===== src/design/ill_pkg.sv =====
// Shared types, constants and character helpers for the integer literal lexer.
// No dependencies; imported by the channel interfaces and the top level.
package ill_pkg;

    localparam int CHAR_W    = 8;
    localparam int VALUE_W   = 64;
    localparam int COUNT_W   = 7;
    localparam int STATUS_W  = 4;
    localparam int RADIX_W   = 2;
    localparam int APB_ADDR_W = 3;
    localparam int APB_DATA_W = 32;

    localparam logic [CHAR_W-1:0]  SEP_RESET   = 8'd95;   // underscore
    localparam logic [VALUE_W-1:0] BIN_TOP     = 64'h8000_0000_0000_0000;
    localparam logic [VALUE_W-1:0] HEX_TOP     = 64'hF000_0000_0000_0000;
    localparam logic [VALUE_W-1:0] DEC_LIMIT_Q = 64'd1844674407370955161;
    localparam logic [3:0]         DEC_LIMIT_R = 4'd5;
    localparam logic [COUNT_W-1:0] HEX_MAX_DIGITS = 7'd16;
    localparam logic [COUNT_W-1:0] BIN_MAX_DIGITS = 7'd64;
    localparam logic [COUNT_W-1:0] DEC_MAX_DIGITS = 7'd64;

    localparam logic [CHAR_W-1:0] CH_0     = 8'h30;
    localparam logic [CHAR_W-1:0] CH_1     = 8'h31;
    localparam logic [CHAR_W-1:0] CH_9     = 8'h39;
    localparam logic [CHAR_W-1:0] CH_DOT   = 8'h2E;
    localparam logic [CHAR_W-1:0] CH_QUOTE = 8'h27;
    localparam logic [CHAR_W-1:0] CH_LO_A  = 8'h61;
    localparam logic [CHAR_W-1:0] CH_LO_B  = 8'h62;
    localparam logic [CHAR_W-1:0] CH_LO_E  = 8'h65;
    localparam logic [CHAR_W-1:0] CH_LO_F  = 8'h66;
    localparam logic [CHAR_W-1:0] CH_LO_X  = 8'h78;
    localparam logic [CHAR_W-1:0] CH_LO_Z  = 8'h7A;
    localparam logic [CHAR_W-1:0] CH_UP_A  = 8'h41;
    localparam logic [CHAR_W-1:0] CH_UP_B  = 8'h42;
    localparam logic [CHAR_W-1:0] CH_UP_E  = 8'h45;
    localparam logic [CHAR_W-1:0] CH_UP_F  = 8'h46;
    localparam logic [CHAR_W-1:0] CH_UP_X  = 8'h58;
    localparam logic [CHAR_W-1:0] CH_UP_Z  = 8'h5A;
    localparam logic [CHAR_W-1:0] LO_HEX_OFS = 8'h57;   // 'a' - 10
    localparam logic [CHAR_W-1:0] UP_HEX_OFS = 8'h37;   // 'A' - 10

    typedef enum logic [4:0] {
        MODE_IDLE = 5'b00001,
        MODE_ZERO = 5'b00010,
        MODE_DEC  = 5'b00100,
        MODE_HEX  = 5'b01000,
        MODE_BIN  = 5'b10000
    } t_mode;

    typedef enum logic [RADIX_W-1:0] {
        RADIX_DEC = 2'd0,
        RADIX_HEX = 2'd1,
        RADIX_BIN = 2'd2
    } t_radix;

    typedef enum logic [STATUS_W-1:0] {
        ST_OK         = 4'd0,
        ST_SEP_START  = 4'd1,
        ST_SEP_DOUBLE = 4'd2,
        ST_SEP_END    = 4'd3,
        ST_TOO_BIG    = 4'd4,
        ST_NO_DIGIT   = 4'd5,
        ST_BAD_DIGIT  = 4'd6,
        ST_BAD_PREFIX = 4'd7,
        ST_FLOAT      = 4'd8
    } t_status;

    localparam logic [0:0] REG_SEPARATOR = 1'b0;   // index bit of the separator register

    function automatic logic is_digit(logic [CHAR_W-1:0] c);
        return c inside {[CH_0:CH_9]};
    endfunction

    function automatic logic is_letter(logic [CHAR_W-1:0] c);
        return (c inside {[CH_LO_A:CH_LO_Z]}) || (c inside {[CH_UP_A:CH_UP_Z]});
    endfunction

    // {valid, nibble}
    function automatic logic [4:0] hex_val(logic [CHAR_W-1:0] c);
        logic [CHAR_W-1:0] t;
        t = '0;
        if (c inside {[CH_0:CH_9]}) begin
            t = c - CH_0;
            return {1'b1, t[3:0]};
        end
        if (c inside {[CH_LO_A:CH_LO_F]}) begin
            t = c - LO_HEX_OFS;
            return {1'b1, t[3:0]};
        end
        if (c inside {[CH_UP_A:CH_UP_F]}) begin
            t = c - UP_HEX_OFS;
            return {1'b1, t[3:0]};
        end
        return 5'b0;
    endfunction

endpackage


===== src/design/ill_if.sv =====
// Valid/ready channel interfaces for the lexer: character words in, result words out.
// Depends on ill_pkg for field widths.
interface ill_in_if import ill_pkg::*; ();
    logic              valid;
    logic              ready;
    logic [CHAR_W-1:0] character;
    logic              first_char;

    modport source (output valid, character, first_char, input ready);
    modport sink   (input valid, character, first_char, output ready);
endinterface

interface ill_out_if import ill_pkg::*; ();
    logic                valid;
    logic                ready;
    logic [VALUE_W-1:0]  literal_value;
    logic [RADIX_W-1:0]  radix_kind;
    logic [COUNT_W-1:0]  digit_count;
    logic [STATUS_W-1:0] status;
    logic                ended_by_quote;

    modport source (output valid, literal_value, radix_kind, digit_count, status,
                    ended_by_quote, input ready);
    modport sink   (input valid, literal_value, radix_kind, digit_count, status,
                    ended_by_quote, output ready);
endinterface


===== src/design/integer_literal_lexer.sv =====
// Integer literal lexer: input register, one pass of lexing logic, result register.
// Characters are lexed out of the input register into the result register.
// Throughput: one character per cycle; input stalls while a result word waits unaccepted.
// Reset (i_rst_n, synchronous, active low): lexer idle, separator back to underscore.
// Depends on ill_pkg and the channel interfaces in ill_if.sv.
module integer_literal_lexer import ill_pkg::*; (
    input  logic                  i_clk,
    input  logic                  i_rst_n,
    ill_in_if.sink                i_char,
    ill_out_if.source             o_res,
    input  logic                  psel,
    input  logic                  penable,
    input  logic                  pwrite,
    input  logic [APB_ADDR_W-1:0] paddr,
    input  logic [APB_DATA_W-1:0] pwdata,
    output logic [APB_DATA_W-1:0] prdata,
    output logic                  pready
);

    // config
    logic [CHAR_W-1:0] r_sep;

    // input register
    logic              r_in_v;
    logic [CHAR_W-1:0] r_in_char;
    logic              r_in_first;

    // lexer state
    t_mode              r_mode,  n_mode;
    logic [VALUE_W-1:0] r_acc,   n_acc;
    logic [COUNT_W-1:0] r_cnt,   n_cnt;
    logic               r_sepok, n_sepok;

    // result register
    logic                r_out_v;
    logic [VALUE_W-1:0]  r_out_value;
    logic [RADIX_W-1:0]  r_out_radix;
    logic [COUNT_W-1:0]  r_out_count;
    logic [STATUS_W-1:0] r_out_status;
    logic                r_out_quote;

    logic                emit;
    logic [VALUE_W-1:0]  res_value;
    t_radix              res_radix;
    logic [COUNT_W-1:0]  res_count;
    t_status             res_status;
    logic                res_quote;

    logic proc_go;
    logic cfg_wr;

    logic [CHAR_W-1:0]  c;
    logic               c_digit, c_letter, c_sep, c_quote, c_float;
    logic               c_prefix_x, c_prefix_b;
    logic [CHAR_W-1:0]  dec_t;
    logic [3:0]         dec_d;
    logic [VALUE_W-1:0] dec_next;
    logic               dec_ovf;
    logic [4:0]         hv;
    logic               rad_hex, rad_dig;
    logic [3:0]         rad_val;
    logic [VALUE_W-1:0] rad_next;
    logic               rad_ovf;
    logic               do_dec;
    t_status            end_st;

    assign proc_go      = r_in_v && (!r_out_v || o_res.ready);
    assign i_char.ready = !r_in_v || proc_go;

    // APB: single register, no wait states
    assign pready = 1'b1;
    assign cfg_wr = psel && penable && pwrite && pready && (paddr[2] == REG_SEPARATOR);
    assign prdata = (paddr[2] == REG_SEPARATOR) ? {{(APB_DATA_W-CHAR_W){1'b0}}, r_sep}
                                                : '0;

    // character classification
    always_comb begin
        c          = r_in_char;
        c_digit    = is_digit(c);
        c_letter   = is_letter(c);
        c_sep      = (c == r_sep);
        c_quote    = (c == CH_QUOTE);
        c_float    = (c == CH_DOT) || (c == CH_LO_E) || (c == CH_UP_E);
        c_prefix_x = (c == CH_LO_X) || (c == CH_UP_X);
        c_prefix_b = (c == CH_LO_B) || (c == CH_UP_B);

        dec_t    = c - CH_0;
        dec_d    = dec_t[3:0];
        // acc*10 + d as two shifts and two adds
        dec_next = {r_acc[VALUE_W-4:0], 3'b000} + {r_acc[VALUE_W-2:0], 1'b0}
                 + {{(VALUE_W-4){1'b0}}, dec_d};
        dec_ovf  = (r_cnt >= DEC_MAX_DIGITS) || (r_acc > DEC_LIMIT_Q)
                 || ((r_acc == DEC_LIMIT_Q) && (dec_d > DEC_LIMIT_R));

        rad_hex = (r_mode == MODE_HEX);
        hv      = hex_val(c);
        if (rad_hex) begin
            rad_dig  = hv[4];
            rad_val  = hv[3:0];
            rad_next = {r_acc[VALUE_W-5:0], rad_val};
            rad_ovf  = ((r_acc & HEX_TOP) != '0) || (r_cnt >= HEX_MAX_DIGITS);
        end else begin
            rad_dig  = (c == CH_0) || (c == CH_1);
            rad_val  = {3'b000, (c == CH_1)};
            rad_next = {r_acc[VALUE_W-2:0], rad_val[0]};
            rad_ovf  = ((r_acc & BIN_TOP) != '0) || (r_cnt >= BIN_MAX_DIGITS);
        end

        if (r_cnt == '0) begin
            end_st = ST_NO_DIGIT;
        end else if (!r_sepok) begin
            end_st = ST_SEP_END;
        end else begin
            end_st = ST_OK;
        end
    end

    // next state and result
    always_comb begin
        n_mode  = r_mode;
        n_acc   = r_acc;
        n_cnt   = r_cnt;
        n_sepok = r_sepok;
        emit       = 1'b0;
        res_value  = r_acc;
        res_count  = r_cnt;
        res_status = ST_OK;
        res_quote  = 1'b0;
        do_dec     = 1'b0;

        case (r_mode)
            MODE_HEX: res_radix = RADIX_HEX;
            MODE_BIN: res_radix = RADIX_BIN;
            default:  res_radix = RADIX_DEC;
        endcase

        if (r_in_first) begin
            res_radix = RADIX_DEC;
            if (!c_digit) begin
                emit       = 1'b1;
                res_value  = '0;
                res_count  = '0;
                res_status = ST_BAD_DIGIT;
                n_acc      = '0;
                n_cnt      = '0;
                n_sepok    = 1'b0;
            end else begin
                n_acc   = {{(VALUE_W-4){1'b0}}, dec_d};
                n_cnt   = 7'd1;
                n_sepok = 1'b1;
                n_mode  = (c == CH_0) ? MODE_ZERO : MODE_DEC;
            end
        end else begin
            case (r_mode)
                MODE_ZERO: begin
                    if (c_prefix_x || c_prefix_b) begin
                        n_mode  = c_prefix_x ? MODE_HEX : MODE_BIN;
                        n_acc   = '0;
                        n_cnt   = '0;
                        n_sepok = 1'b0;
                    end else if (c_letter) begin
                        emit       = 1'b1;
                        res_status = ST_BAD_PREFIX;
                    end else begin
                        n_mode = MODE_DEC;
                        do_dec = 1'b1;
                    end
                end
                MODE_DEC: do_dec = 1'b1;
                MODE_HEX, MODE_BIN: begin
                    if (rad_dig) begin
                        n_sepok = 1'b1;
                        if (rad_ovf) begin
                            emit       = 1'b1;
                            res_status = ST_TOO_BIG;
                        end else begin
                            n_acc = rad_next;
                            n_cnt = r_cnt + 7'd1;
                        end
                    end else if (c_sep) begin
                        if (!r_sepok) begin
                            emit       = 1'b1;
                            res_status = (r_cnt == '0) ? ST_SEP_START : ST_SEP_DOUBLE;
                        end else begin
                            n_sepok = 1'b0;
                        end
                    end else if (c_letter || (!rad_hex && c_digit)) begin
                        emit       = 1'b1;
                        res_status = ST_BAD_DIGIT;
                    end else begin
                        emit       = 1'b1;
                        res_status = end_st;
                        res_quote  = (end_st == ST_OK) && c_quote;
                    end
                end
                default: ;
            endcase

            if (do_dec) begin
                if (c_digit) begin
                    n_sepok = 1'b1;
                    if (dec_ovf) begin
                        emit       = 1'b1;
                        res_status = ST_TOO_BIG;
                    end else begin
                        n_acc = dec_next;
                        n_cnt = r_cnt + 7'd1;
                    end
                end else if (c_sep) begin
                    if (!r_sepok) begin
                        emit       = 1'b1;
                        res_status = (r_cnt == '0) ? ST_SEP_START : ST_SEP_DOUBLE;
                    end else begin
                        n_sepok = 1'b0;
                    end
                end else if (!r_sepok) begin
                    emit       = 1'b1;
                    res_status = ST_SEP_END;
                end else if (c_float) begin
                    emit       = 1'b1;
                    res_status = ST_FLOAT;
                end else begin
                    emit      = 1'b1;
                    res_quote = c_quote;
                end
            end
        end

        if (emit) begin
            n_mode = MODE_IDLE;
        end
    end

    // config register
    always_ff @(posedge i_clk) begin
        if (!i_rst_n) begin
            r_sep <= SEP_RESET;
        end else if (cfg_wr) begin
            r_sep <= pwdata[CHAR_W-1:0];
        end
    end

    // input register
    always_ff @(posedge i_clk) begin
        if (!i_rst_n) begin
            r_in_v <= 1'b0;
        end else if (i_char.ready) begin
            r_in_v <= i_char.valid;
        end
    end

    always_ff @(posedge i_clk) begin
        if (i_char.valid && i_char.ready) begin
            r_in_char  <= i_char.character;
            r_in_first <= i_char.first_char;
        end
    end

    // lexer state
    always_ff @(posedge i_clk) begin
        if (!i_rst_n) begin
            r_mode  <= MODE_IDLE;
            r_acc   <= '0;
            r_cnt   <= '0;
            r_sepok <= 1'b0;
        end else if (proc_go) begin
            r_mode  <= n_mode;
            r_acc   <= n_acc;
            r_cnt   <= n_cnt;
            r_sepok <= n_sepok;
        end
    end

    // result register
    always_ff @(posedge i_clk) begin
        if (!i_rst_n) begin
            r_out_v <= 1'b0;
        end else if (proc_go && emit) begin
            r_out_v <= 1'b1;
        end else if (o_res.ready) begin
            r_out_v <= 1'b0;
        end
    end

    always_ff @(posedge i_clk) begin
        if (proc_go && emit) begin
            r_out_value  <= res_value;
            r_out_radix  <= res_radix;
            r_out_count  <= res_count;
            r_out_status <= res_status;
            r_out_quote  <= res_quote;
        end
    end

    assign o_res.valid          = r_out_v;
    assign o_res.literal_value  = r_out_value;
    assign o_res.radix_kind     = r_out_radix;
    assign o_res.digit_count    = r_out_count;
    assign o_res.status         = r_out_status;
    assign o_res.ended_by_quote = r_out_quote;

    // a result word always leaves the lexer idle
    a_emit_idles: assert property (@(posedge i_clk) disable iff (!i_rst_n)
        proc_go && emit |=> r_mode == MODE_IDLE)
        else $error("lexer not idle after result");

    a_quote_ok: assert property (@(posedge i_clk) disable iff (!i_rst_n)
        o_res.valid && o_res.ended_by_quote |-> o_res.status == ST_OK)
        else $error("quote flag with error status");

    a_ok_has_digits: assert property (@(posedge i_clk) disable iff (!i_rst_n)
        o_res.valid && (o_res.status == ST_OK) |-> o_res.digit_count != '0)
        else $error("ok result without digits");

    a_hex_count: assert property (@(posedge i_clk) disable iff (!i_rst_n)
        o_res.valid && (o_res.radix_kind == RADIX_HEX) |-> o_res.digit_count <= HEX_MAX_DIGITS)
        else $error("hex digit count out of range");

endmodule

===== src/flat_wrapper.sv =====
// flat-port wrapper written by rule: the top's interface ports become plain ports
module integer_literal_lexer_flat import ill_pkg::*;
  (i_clk, i_rst_n, psel, penable, pwrite, paddr, pwdata, prdata, pready, i_char_valid, i_char_character, i_char_first_char, i_char_ready, o_res_valid, o_res_literal_value, o_res_radix_kind, o_res_digit_count, o_res_status, o_res_ended_by_quote, o_res_ready);
  ill_in_if i_char_i ();
  ill_out_if o_res_i ();
  input  logic i_clk;
  input  logic i_rst_n;
  input  logic psel;
  input  logic penable;
  input  logic pwrite;
  input  logic [APB_ADDR_W-1:0] paddr;
  input  logic [APB_DATA_W-1:0] pwdata;
  output logic [APB_DATA_W-1:0] prdata;
  output logic pready;
  input wire logic [$bits(i_char_i.valid)-1:0] i_char_valid;
  input wire logic [$bits(i_char_i.character)-1:0] i_char_character;
  input wire logic [$bits(i_char_i.first_char)-1:0] i_char_first_char;
  output wire logic [$bits(i_char_i.ready)-1:0] i_char_ready;
  output wire logic [$bits(o_res_i.valid)-1:0] o_res_valid;
  output wire logic [$bits(o_res_i.literal_value)-1:0] o_res_literal_value;
  output wire logic [$bits(o_res_i.radix_kind)-1:0] o_res_radix_kind;
  output wire logic [$bits(o_res_i.digit_count)-1:0] o_res_digit_count;
  output wire logic [$bits(o_res_i.status)-1:0] o_res_status;
  output wire logic [$bits(o_res_i.ended_by_quote)-1:0] o_res_ended_by_quote;
  input wire logic [$bits(o_res_i.ready)-1:0] o_res_ready;
  assign i_char_i.valid = i_char_valid;
  assign i_char_i.character = i_char_character;
  assign i_char_i.first_char = i_char_first_char;
  assign i_char_ready = i_char_i.ready;
  assign o_res_valid = o_res_i.valid;
  assign o_res_literal_value = o_res_i.literal_value;
  assign o_res_radix_kind = o_res_i.radix_kind;
  assign o_res_digit_count = o_res_i.digit_count;
  assign o_res_status = o_res_i.status;
  assign o_res_ended_by_quote = o_res_i.ended_by_quote;
  assign o_res_i.ready = o_res_ready;
  integer_literal_lexer u_core (.i_clk(i_clk), .i_rst_n(i_rst_n), .i_char(i_char_i), .o_res(o_res_i), .psel(psel), .penable(penable), .pwrite(pwrite), .paddr(paddr), .pwdata(pwdata), .prdata(prdata), .pready(pready));
endmodule

===== config.mk =====
export PLATFORM = sky130hd
export DESIGN_NAME = integer_literal_lexer_flat
export DESIGN_NICKNAME = d
export VERILOG_FILES = /design/src/design/ill_pkg.sv /design/src/design/ill_if.sv /design/src/design/integer_literal_lexer.sv /design/src/flat_wrapper.sv
export SDC_FILE = /design/constraint.sdc
export NUM_CORES = 1
export LEC_CHECK = 0
export ABC_AREA = 0
export BUFFER_PORTS_ARGS = -buffer_cell sky130_fd_sc_hd__buf_2
export CAP_MARGIN = 10
export CORE_ASPECT_RATIO = 1.75
export CORE_MARGIN = 4
export CORE_UTILIZATION = 63
export CTS_BUF_LIST = sky130_fd_sc_hd__clkbuf_16
export DETAILED_ROUTE_END_ITERATION = 10
export HOLD_SLACK_MARGIN = 0.08
export PLACE_DENSITY = 0.87
export SLEW_MARGIN = 40
export SYNTH_ARGS = -nofsm -noshare
export SYNTH_HDL_FRONTEND = slang
export SYNTH_SLANG_ARGS = --single-unit

===== constraint.sdc =====
create_clock -name i_clk -period 14.97 [get_ports i_clk]
set_clock_uncertainty 0.15 [all_clocks]
set_input_delay 3.7425 -clock i_clk [delete_from_list [all_inputs] [get_ports i_clk]]
set_output_delay 3.7425 -clock i_clk [all_outputs]
set_load 0.02 [all_outputs]

Word-level counts from Yosys, hierarchy flattened
Cells that the tools add are included.
{"block": "classes", "addsub": 6, "n_lt_le_gt_ge": 12, "n_eq_ne": 18, "mux": 105, "bitwise": 1, "n_reduce_logical": 38}
{"op": "two-way mux 64 bit", "count": 10}
{"op": "one-hot mux 64 bit (2 select lines)", "count": 1}
{"op": "two-way mux 5 bit", "count": 13}
{"op": "adder 64 x 4 -> 64 bit", "count": 1}
{"op": "adder 64 bit", "count": 1}
{"op": "== test 64 x 61 -> 1 bit (second input constant)", "count": 1}
{"op": "> comparator 64 x 61 -> 1 bit (second input constant)", "count": 1}
{"op": "nonzero test 64 bit", "count": 1}
{"op": "two-way mux 7 bit", "count": 9}
{"op": "two-way mux 4 bit", "count": 15}
{"op": "== test 8 x 7 -> 1 bit (second input constant)", "count": 6}
{"op": "two-way mux 1 bit", "count": 44}
{"op": "== test 8 x 6 -> 1 bit (second input constant)", "count": 4}
{"op": "less-or-equal comparator 8 x 7 -> 1 bit (second input constant)", "count": 4}
{"op": "greater-or-equal comparator 8 x 7 -> 1 bit (second input constant)", "count": 2}
{"op": "logical AND 1 bit", "count": 14}
{"op": "logical OR 1 bit", "count": 14}
{"op": "one-hot mux 7 bit (2 select lines)", "count": 1}
{"op": "two-way mux 3 bit", "count": 4}
{"op": "== test 8 bit", "count": 1}
{"op": "greater-or-equal comparator 8 x 6 -> 1 bit (second input constant)", "count": 1}
{"op": "less-or-equal comparator 8 x 6 -> 1 bit (second input constant)", "count": 1}
{"op": "two-way mux 8 bit", "count": 1}
{"op": "one-hot mux 4 bit (2 select lines)", "count": 1}
{"op": "other kinds (23)", "count": 29}
{"block": "word_totals", "register_bits": 174, "in_bits": 51, "output_inout_bits": 113, "wordCells": 194}

Depth between registers and ports, before layout
Gate-level depths: netlist of run 1.
{"block": "depth", "ltp_word": 19, "mapped_depth": 15}

Worst setup path before layout of run 1
No wires, ideal clock.
{"block": "synth_path", "kind": "in2out", "from": "in paddr[2]", "to": "out prdata[0]", "arrival_time_ps": 4047, "required_ps": 11078, "path_slack_ps": 7031, "stages": 1, "path_buffers": 0, "cell_sequence": "nor2b_1"}
{"block": "synth_between", "elab_chain_len": 1}
{"item": "from (decl)", "line_no": "flat_wrapper.sv:11", "rtl": "input logic [APB_ADDR_W-1:0] paddr;"}
{"item": "two-way mux 8 bit", "line_no": "integer_literal_lexer.sv:73", "rtl": "assign prdata = (paddr[2] == REG_SEPARATOR) ? {{(APB_DATA_W-CHAR_W){1'b0}}, r_sep}"}
{"item": "to (decl)", "line_no": "flat_wrapper.sv:13", "rtl": "output logic [APB_DATA_W-1:0] prdata;"}
Every way passes these cells.

Final worst setup path of run 1
{"block": "layout_path", "from": "in o_res_ready", "to": "out i_char_ready"}
{"block": "layout_between", "elab_chain_len": 3}
{"item": "from (decl)", "line_no": "flat_wrapper.sv:25", "rtl": "input wire logic [$bits(o_res_i.ready)-1:0] o_res_ready;"}
{"item": "logical OR 1 bit", "line_no": "integer_literal_lexer.sv:67", "rtl": "assign proc_go = r_in_v && (!r_out_v || o_res.ready);"}
{"item": "logical AND 1 bit", "line_no": "integer_literal_lexer.sv:67"}
{"item": "logical OR 1 bit", "line_no": "integer_literal_lexer.sv:68", "rtl": "assign i_char.ready = !r_in_v || proc_go;"}
{"item": "to (decl)", "line_no": "flat_wrapper.sv:18", "rtl": "output wire logic [$bits(i_char_i.ready)-1:0] i_char_ready;"}
Every way passes these cells.

==> results of run 1 <==
cell type report:
class                   count  area [um2]
repair buffers            123         643
clock inverters            12        72.6
fillers                  1704        6470
inverters                  21        80.1
multi-input cells        1348        8580
well taps                 252         315
clock buffers              20         500
flip-flops and latches    174        4350
cell families (layout without fill, tap and decap cells):
kind of cell               Yosys count  in the layout
adders and majority gates          130            130
buffers and inverters              139            176
xor gates and xnor gates            67             67
muxes                               15             15
other                                2             25
DFF                                174            174
AOI/OAI and AO/OA                  512            512
and+or+nand+nor                    599            599
registers in the layout, indices dropped and copies added, names as in the netlist, 2 cells and up:
name	flops
u_core.o_res.literal_value	64
u_core.r_acc	64
u_core.c	8
u_core.r_sep	8
u_core.o_res.digit_count	7
u_core.r_cnt	7
u_core.r_mode	5
u_core.o_res.status	4
u_core.o_res.radix_kind	2
stage by stage:
stage	worst slack (ns)	area, um2	power, W	util [%]	hold WS (ns)
3_5_place_dp	6.87	14000	0.000589	66.5	0.332
3_3_place_gp	6.89	14000	0.000587	66.5	0.316
2_1_floorplan	7.03	13600	0.000574	-	0.307
6_report	6.87	14500	0.00102	69.2	0.342
5_1_grt	6.84	14500	0.00104	69.2	0.362
4_1_cts	6.87	14500	0.00102	69.2	0.340
where the power goes:
part / leakage (nW) / switching, W / internal [W]
Clock: 0.293 / 0.000194 / 0.000242
Combinational: 4.34 / 0.0000476 / 0.0000190
Sequential: 1.58 / 0.00000855 / 0.000506
path summary, 6_finish.rpt:
check                                startpoint                             end  slack, ns  cells past startpoint
worst min-delay path            u_core.r_sep[7]                 u_core.r_sep[7]       0.34                      2
worst min register to register  u_core.r_sep[7]                 u_core.r_sep[7]       0.34                      2
worst max-delay path                o_res_ready                    i_char_ready       6.87                      3
worst max register to register      u_core.c[1]  u_core.o_res.literal_value[26]      10.05                     12
worst register-to-register path, cell delays in order, from the launching register on:
cell and delay [ns]:
edfxtp_1 0.64, inv_1 0.17, ha_1 0.29, or3b_1 0.39
o31ai_1 0.20, a31oi_1 0.15, o31ai_2 0.42, nand3_1 0.24
a32oi_1 0.25, nor2b_1 0.14, or3_4 0.41, clkinv_2 0.46
buf_4 0.61
metal layers:
metal  part of all wire, %  up-vias  GRT usage [%]
met5                     0        -              0
met4                   6.7        0           21.3
met3                   7.1      225           4.36
met2                    51      755           57.4
met1                    35     6112           34.5
li1                      -     6072              -
cell usage in the layout (no fill, tap or decap), drive strengths merged, types with 50 or more instances in the layout:
cell	synthesis	final
and2	74	74
buf	46	123
edfxtp	87	87
nand3	50	50
dfxtp	87	87
a21oi	193	193
ha	128	128
nand2	242	242
nor2	81	81
o21ai	100	100
==> summary.md, run 1 <==
| Metric | Value |
|---|---|
| Register bit total from synthesis | 174 |
| Tmin final | 8.10 ns |
| Overall Global Routing Usage | about a third |
| Die extent in y | 201 um |
| CP startpoint kind | primary input |
| Largest family of logic cells by synthesized area | compound AO/OA/AOI/OAI gates |
| Synth top area cells | edfxtp_1 19%, dfxtp_1 13%, ha_1 12% |
| Simple-gate share of the synthesized area | 21.9% |
| Largest net degree at the start of global routing | 76 |
| Area share of the largest cell type after synthesis | 19.4% |
| FMAX | 123 MHz |
| Detailed placement HPWL | 28,000 um |
| Worst-margin pin slew | roughly 0.85 ns |
| Biggest area consumer among synthesized cells | edfxtp_1 |
| Remaining DRCs | 0 |
| DR vias/cell | approximately 6.8 |
| Synth async-reset ratio | 0% |
| Xor and xnor area share after synthesis | 4.36% |
| CP required | 11.08 ns |
| Crit Path Category | in2out |
| Arr. time, crit path | 4.21 ns |
| Sequential fraction of the synthesis area | roughly 32% |
| Top cells by count, synth | 241 x nand2_1, 192 x a21oi_1, 128 x ha_1 |
| Die width | 119 um |
| IO buf count | 112 |
| Fin cells | 1,950 |
| Most numerous cell in the Yosys netlist | nand2_1 |
| Post-Syn Area per Cell | 8.23 um2 |
| Fin nets | 1,866 |
| Synth Area in Compound Gates | 23.3% |
| Leakage | 6.21 nW |
| Clock Latency Late Sink | 0.45 ns |
| VDD IR-drop max | roughly 0.000083 V |
| DRT Pass-1 Iters | 7 |
| Fin. max-slew vios | 0 |
| CP Buf/Inv Count | 2 |
| Period utilization | 54.1% |
| Core Region | 0.0210 mm2 |
| Grt total ovfl | 0 |
| Post-Synth Adder-Cell Area | about an eighth |
| Syn-to-layout area delta | 7.98% |
| Fraction of layout cells with a size suffix above 1 | 10.3% |
| Multiplexer share of the synthesized area | 1.11% |
| RSZ-0062 raised after global routing | false |
| Starting DRT DRC Count | 1,557 |
| Antenna viol nets, final | 0 |
| Placed cells | 1,918 |
| Setup TNS Final | 0 ns |
| Final hold violation count | 0 |
| WL final | 39,500 um |
| # diodes | 0 |
| Mapped cell area | 0.0135 mm2 |
| CP Max Fanout | 3 |
| Worst min path class | reg2reg |
| Crit end category | primary output |
| Status | completed |
| Vias in the first global route | 12,850 |
| Clock Sink Count | 174 |
| CTS H-tree lvls | 4 |
| Ys Warns | 0 |
| Row count | 70 |
| Top_reg_cell synth | edfxtp_1 |
| Max stage delay on crit path | 0.18 ns |
| Critical Path Slowest Stage Cell | nand3b_1 |
| Clock Path Buffers | 2 |
| CP cell instances | buf_2 -> nand3b_1 -> buf_2 |
| Initial antenna violation count | 0 |
| Die ar. | approximately 0.024 mm2 |
| Max Cap Viol | 0 |
| CTS tree | yes |
| Power Density | around 70 mW/mm2 |
| Setup bufs post-CTS | 0 |
| EDFF count, synth | 87 |
| Total CTS buffers | 17 |
| CTS Root Cell | clkbuf_16 |
| CTS resizes | 0 |
| Critical path's top delay family | buffers and inverters |
| Synthesized instance count | 1,638 |
| Slew HR | 43.2% |
| First-pass GRT wire length | 62,800 um |
| Ports | ~160 |
| Setup violators final | 0 |
| Initial Util | 64.1% |
| Worst-path clk slew | approximately 0.070 ns |
| Most frequent CP cell | buf_2 |
| GPL Wtd Cong | 0.983 |
| Hold-fix buffers, CTS | 0 |
| Vias | 13,164 |
| Netlist cell types | 80 |
| WL per Instance | approximately 20 um |
(Power assumes the default switching activity.)
==> run 2: changes to the inputs <==
CORE_UTILIZATION = 54   (was 63)
PLACE_DENSITY = 0.8   (was 0.87)
clock period = 6.7 ns   (was 14.97 ns; I/O delays follow)
==> run 2 against run 1 <==
Net effect:
- sequential power increased by 120%
- cell count rose by 3.0%
- first-iteration DRC count down 12%
- wire length decreased by 1.2%
==> summary.md, run 2 (synthesis results as in run 1) <==
| Metric | Value |
|---|---|
| Status | completed |
| Final hold violation count | 0 (unchanged) |
| Most frequent cells in the layout | 239 x nand2_1, 192 x a21oi_1, 128 x ha_1, 112 x buf_2, 94 x o21ai_0 |
| WL per Instance | 19.4 um (-4.1%) |
| Worst min path class | reg2reg |
| Fill cells | 2,179 (+28%) |
| Setup bufs post-CTS | 0 (unchanged) |
| Die width | 127 um (+7.5%) |
| Largest net degree at the start of global routing | 76 (unchanged) |
| Die ar. | 0.0276 mm2 (+16%) |
| WL final | 39,000 um (-1.2%) |
| Worst-path clk slew | 0.06 ns (about the same) |
| Fin nets | 1,865 (-0.054%) |
| GPL Wtd Cong | 0.972 (-1.0%) |
| CP Max Fanout | 40 (+37) |
| CTS tree | yes |
| Seq pwr share | 51.5% (+0.9 points) |
| Combinational share of power | 6.6% (about the same) |
| CP required | 6.63 ns (-4.45 ns) |
| Clock Sink Count | 174 (unchanged) |
| Setup TNS Final | 0 ns (unchanged) |
| Period utilization | 72.4% |
| Total power draw | 0.00223 W (+120%) |
| Tmin final | 4.85 ns |
| # diodes | 0 (unchanged) |
| Grt total ovfl | 0 (unchanged) |
| Max stage delay on crit path | 0.65 ns (+0.47 ns) |
| Hold-fix buffers, CTS | 0 (unchanged) |
| Vias in the first global route | 12,383 (-3.6%) |
| Setup violators final | 0 (unchanged) |
| DR vias/cell | 6.42 (-4.9%) |
| Detailed placement HPWL | 28,100 um (+0.42%) |
| First-pass GRT wire length | 61,800 um (-1.6%) |
| Fraction of layout cells with a size suffix above 1 | 10.1% (-0.17 points) |
| RSZ-0062 raised after global routing | false |
| Overall Global Routing Usage | 27.5% (-4.5 points) |
| Sw Share | 24.5% (-0.11 points) |
| Arr. time, crit path | 4.78 ns (+0.57 ns) |
| Remaining DRCs | 0 (unchanged) |
| Slew HR | 44.6% (+1.4 points) |
| Syn-to-layout area delta | 8.34% |
| Critical path's top delay family | buffers and inverters |
| Clock Path Buffers | 2 (unchanged) |
| Die extent in y | 217 um (+7.7%) |
| Crit Path Category | reg2reg |
| CTS H-tree lvls | 4 (unchanged) |
| DRT Pass-1 Iters | 5 (-2) |
| Row count | 76 (+8.6%) |
| Net Sw Power | 0.000547 W (+120%) |
| CTS Root Cell | clkbuf_16 |
| Core Region | 0.0246 mm2 (+17%) |
| Most common cell after layout, fill and taps aside | nand2_1 |
| Antenna viol nets, final | 0 (unchanged) |
| Power Density | 153 mW/mm2 (+120%) |
| CP Buf/Inv Count | 3 (+1) |
| Crit end category | flop |
| Clock Latency Late Sink | 0.44 ns (about the same) |
| IO buf count | 112 (unchanged) |
| CP cell instances | inv_1 -> ha_1 -> or3b_1 -> o31ai_1 -> a31oi_1 -> o31ai_2 -> nand3_1 -> a32oi_1 -> nor2b_1 -> or3_4 -> clkinv_2 -> buf_4 |
| Max Cap Viol | 0 (unchanged) |
| Critical Path Slowest Stage Cell | edfxtp_1 |
| P_int | 0.00168 W (+120%) |
| FMAX | 206 MHz |
| VDD IR-drop max | 0.000192 V (+130%) |
| Clock Power Share | 41.8% (-1.1 points) |
| CP startpoint kind | flop |
| Vias | 12,893 (-2.1%) |
| Fin. max-slew vios | 0 (unchanged) |
| Starting DRT DRC Count | 1,365 (-12%) |
| Leakage | 6.20 nW (-0.19%) |
| CTS resizes | 0 (unchanged) |
| Initial antenna violation count | 0 (unchanged) |
| Worst-margin pin slew | 0.830 ns (-0.0210 ns) |
| Initial Util | 54.7% (-9.4 points) |
| Util after Layout | 59.3% (-9.9 points) |
| Total CTS buffers | 17 (unchanged) |
| Ports | 164 (unchanged) |
## run 2: worst min-delay path: cells and delay by family (launching register included)
family,cells,cell delay (ns)
flops,1,0.33
compound gates,1,0.06
simple gates,1,0.06
## run 2: power groups by stage
stage	sequential [W]	combinational (W)	clock, W
finish	0.00115	0.000148	0.000933
global placement	0.00117	0.000142	0
CTS	0.00115	0.000147	0.000940
global route	0.00115	0.000162	0.000987
detailed placement	0.00117	0.000146	0
floorplan	0.00118	0.000107	0
## run 2: metrics by stage
stage | hold WS, ns | instance area, um2 | setup WS, ns | instances
after floorplan | 0.307 | 13600 | 1.83 | 1661
after global placement | 0.318 | 14000 | 2.04 | 1977
after detailed placement | 0.328 | 14100 | 1.95 | 1977
after CTS | 0.339 | 14600 | 1.91 | 2009
after global routing | 0.363 | 14600 | 1.53 | 2009
final | 0.339 | 14600 | 1.85 | 2009
## run 2: metal layers
metal	wire [um]	up-vias	track usage (%)
li1	-	6068	-
met1	14400	6014	30.1
met2	19700	640	48.4
met3	2480	171	4.44
met4	2500	0	17.7
met5	0	-	0
## run 2: final timing paths
path	start	end	slack, ns	cells after the start
max	u_core.c[1]	u_core.o_res.literal_value[16]	1.85	12
min	u_core.r_sep[5]	u_core.r_sep[5]	0.34	2
max reg2reg	u_core.c[1]	u_core.o_res.literal_value[16]	1.85	12
min reg2reg	u_core.r_sep[5]	u_core.r_sep[5]	0.34	2
## run 2: cell type report
type                            instances  area [um2]  area share, %
Tap cell                              312         390           2.67
Clock buffer                           19         475           3.26
Timing Repair Buffer                  122         636           4.35
Sequential cell                       174        4350           29.8
Clock inverter                         13        71.3          0.489
Inverter                               21        80.1          0.549
Multi-Input combinational cell       1348        8590           58.8
==> run 3: changes to the inputs <==
clock period = 3.9 ns   (was 6.7 ns; I/O delays follow)
==> run 3 against run 2 <==
Net effect:
- wire length increased by 8.3%
- register-to-register slack lost 1.8 ns
- largest power group unchanged
- die area unchanged
- critical path type unchanged
- clock power is 90% higher
- sequential power grew 70%
- global-route usage increased by 2.2 points
==> summary.md, run 3 (synthesis results as in run 1) <==
| Metric | Value |
|---|---|
| Status | completed |
| Die width | 127 um (unchanged) |
| Setup ws final | 0.0828 ns (-1.77 ns) |
| Period utilization | 97.9% (+25 points) |
| Setup violators final | 0 (unchanged) |
| Most frequent CP cell | buf_4 |
| WL per Instance | 19.8 um (+1.7%) |
| Fill cells | 2,050 (-5.9%) |
| CTS tree | yes |
| Arr. time, crit path | 4.07 ns (-0.71 ns) |
| Ports | 164 (unchanged) |
| Power Density | 255 mW/mm2 (+67%) |
| GPL Wtd Cong | 0.981 (+0.91%) |
| Worst Hold Launch | u_core.r_sep[7] |
| Overall Global Routing Usage | 29.7% (+2.2 points) |
| Most common cell after layout, fill and taps aside | nand2_1 |
| Max Cap Viol | 0 (unchanged) |
| Worst-case reg-to-reg path depth | 16 (+4) |
| CP Buf/Inv Count | 3 (unchanged) |
| # diodes | 0 (unchanged) |
| CTS H-tree lvls | 4 (unchanged) |
| Die extent in y | 217 um (unchanged) |
| FMAX | 262 MHz (+27%) |
| Vias | 13,593 (+5.4%) |
| Most frequent cells in the layout | 238 x nand2_1, 191 x a21oi_1, 132 x buf_4, 124 x ha_1, 112 x buf_2 |
| Fraction of layout cells with a size suffix above 1 | 18.2% (+8.1 points) |
| Total power draw | 0.00405 W (+82%) |
| Critical path's top delay family | compound AO/OA/AOI/OAI gates |
| Initial Util | 54.7% (unchanged) |
| Crit end category | flop |
| WHS Endpoint | u_core.r_sep[7] |
| Remaining DRCs | 0 (unchanged) |
| Clock Latency Late Sink | 0.46 ns (+0.02 ns) |
| Starting DRT DRC Count | 1,218 (-11%) |
| Antenna viol nets, final | 0 (unchanged) |
| Fin nets | 1,996 (+7.0%) |
| CP required | 4.15 ns (-2.48 ns) |
| Die ar. | 0.0276 mm2 (unchanged) |
| Worst-margin pin slew | 0.726 ns (-0.104 ns) |
| Grt total ovfl | 0 (unchanged) |
| First-pass GRT wire length | 66,700 um (+8.0%) |
| CTS Root Cell | clkbuf_16 |
| Vias in the first global route | 13,379 (+8.0%) |
| Final hold violation count | 0 (unchanged) |
| Hold depth | 2 (unchanged) |
| DRT Pass-1 Iters | 6 (+1) |
| Crit Path Category | reg2reg |
| Max stage delay on crit path | 0.41 ns (-0.24 ns) |
| Largest net degree at the start of global routing | 74 (-2.6%) |
| FF-to-FF End | u_core.r_acc[52] |
| Clock Path Buffers | 2 (unchanged) |
| Flop-to-flop setup slack | 0.08 ns (-1.77 ns) |
| VDD IR-drop max | 0.000312 V (+63%) |
| Critical Path Slowest Stage Cell | edfxtp_1 |
| DR vias/cell | 6.35 (-1.0%) |
| Fin. max-slew vios | 0 (unchanged) |
| Core Region | 0.0246 mm2 (unchanged) |
| Leakage | 6.99 nW (+13%) |
| Tmin final | 3.82 ns (-1.03 ns) |
| CP cell instances | ha_1 -> ha_2 -> fa_2 -> a211o_1 -> a211oi_2 -> buf_4 -> nor3_2 -> o21ai_2 -> nand3_2 -> a211oi_2 -> buf_4 -> o31a_1 -> o41a_1 -> buf_4 -> o2111a_1 -> a211o_1 |
| Reg2reg start | u_core.c[2] |
| CP Max Fanout | 3 (-93%) |
| Total CTS buffers | 17 (unchanged) |
| Worst-path clk slew | 0.07 ns (about the same) |
| Syn-to-layout area delta | 17.9% |
| Detailed placement HPWL | 30,900 um (+10%) |
| Worst min path class | reg2reg |
| IO buf count | 112 (unchanged) |
| WL final | 42,300 um (+8.3%) |
| Initial antenna violation count | 0 (unchanged) |
| Util after Layout | 64.5% (+5.2 points) |
| CP startpoint kind | flop |
| Pre-CTS WS | -0.200 ns (-2.15 ns) |
| Row count | 76 (unchanged) |
| Clock Sink Count | 174 (unchanged) |
| Slew HR | 51.4% (+6.8 points) |
## run 3: cell count changes in the layout (fill, tap and decap cells not counted), sizes merged
cell	previous run	this run
clkinvlp	1	3
clkbuf	19	18
buf	122	252
bufinv	0	3
inv	28	27
clkinv	5	3
## run 3: how the worst max path moves through the flow
| stage | from | endpoint | slack [ns] | cells past startpoint |
|---|---|---|---|---|
| global route | u_core.c[3] | u_core.r_acc[45] | -0.03 | 13 |
| floorplan | u_core.c[1] | u_core.o_res.digit_count[0] | -0.10 | 12 |
| finish | u_core.c[2] | u_core.r_acc[52] | 0.08 | 16 |
| global placement | u_core.c[3] | u_core.r_acc[52] | -0.13 | 14 |
| detailed placement | u_core.c[3] | u_core.r_acc[52] | -0.20 | 14 |
| CTS | u_core.c[3] | u_core.r_acc[52] | -0.05 | 15 |
## run 3: cell type report
cell class	count	area (um2)	share of cell area, %
clock buffer	17	425	2.68
clock inverter	15	171	1.08
inverter	21	87.6	0.551
multi-input combinational	1348	8750	55.1
sequential	174	4360	27.4
tap	312	390	2.46
timing repair buffer	253	1710	10.8
## run 3: metal layers
metal,up-vias,wire length [um],GRT usage [%]
li1,6322,-,-
met1,6357,15000,32.7
met2,714,21500,53.3
met3,200,3050,4.54
met4,0,2720,17.1
met5,-,0,0
## run 3: power by group
group / internal, W / switching (W)
sequential: 0.00194 / 0.0000223
combinational: 0.000106 / 0.000211
clock: 0.00101 / 0.000763
## run 3: what timing repair did
action                     4_1_cts  5_1_grt
setup endpoints to repair       11      100
gates resized for setup          7       22
pin swaps                        9       14
gates cloned                     0        2
hold buffers                     0        0
setup buffers                    7        4
## run 3: tightest hold or removal path, stage by stage (launching register included)
cell and delay (ns):
dfxtp_1 0.33, nand2_1 0.07, a21oi_1 0.06
## run 3: per-stage QoR
step	instances	instance area, um2	hold WS, ns	TNS (ns)
2_1_floorplan	1661	13600	0.307	-7.82
3_3_place_gp	2095	15000	0.320	-0.190
3_5_place_dp	2095	15000	0.325	-0.537
4_1_cts	2134	15700	0.335	-0.0501
5_1_grt	2140	15900	0.374	-0.0899
6_report	2140	15900	0.347	0
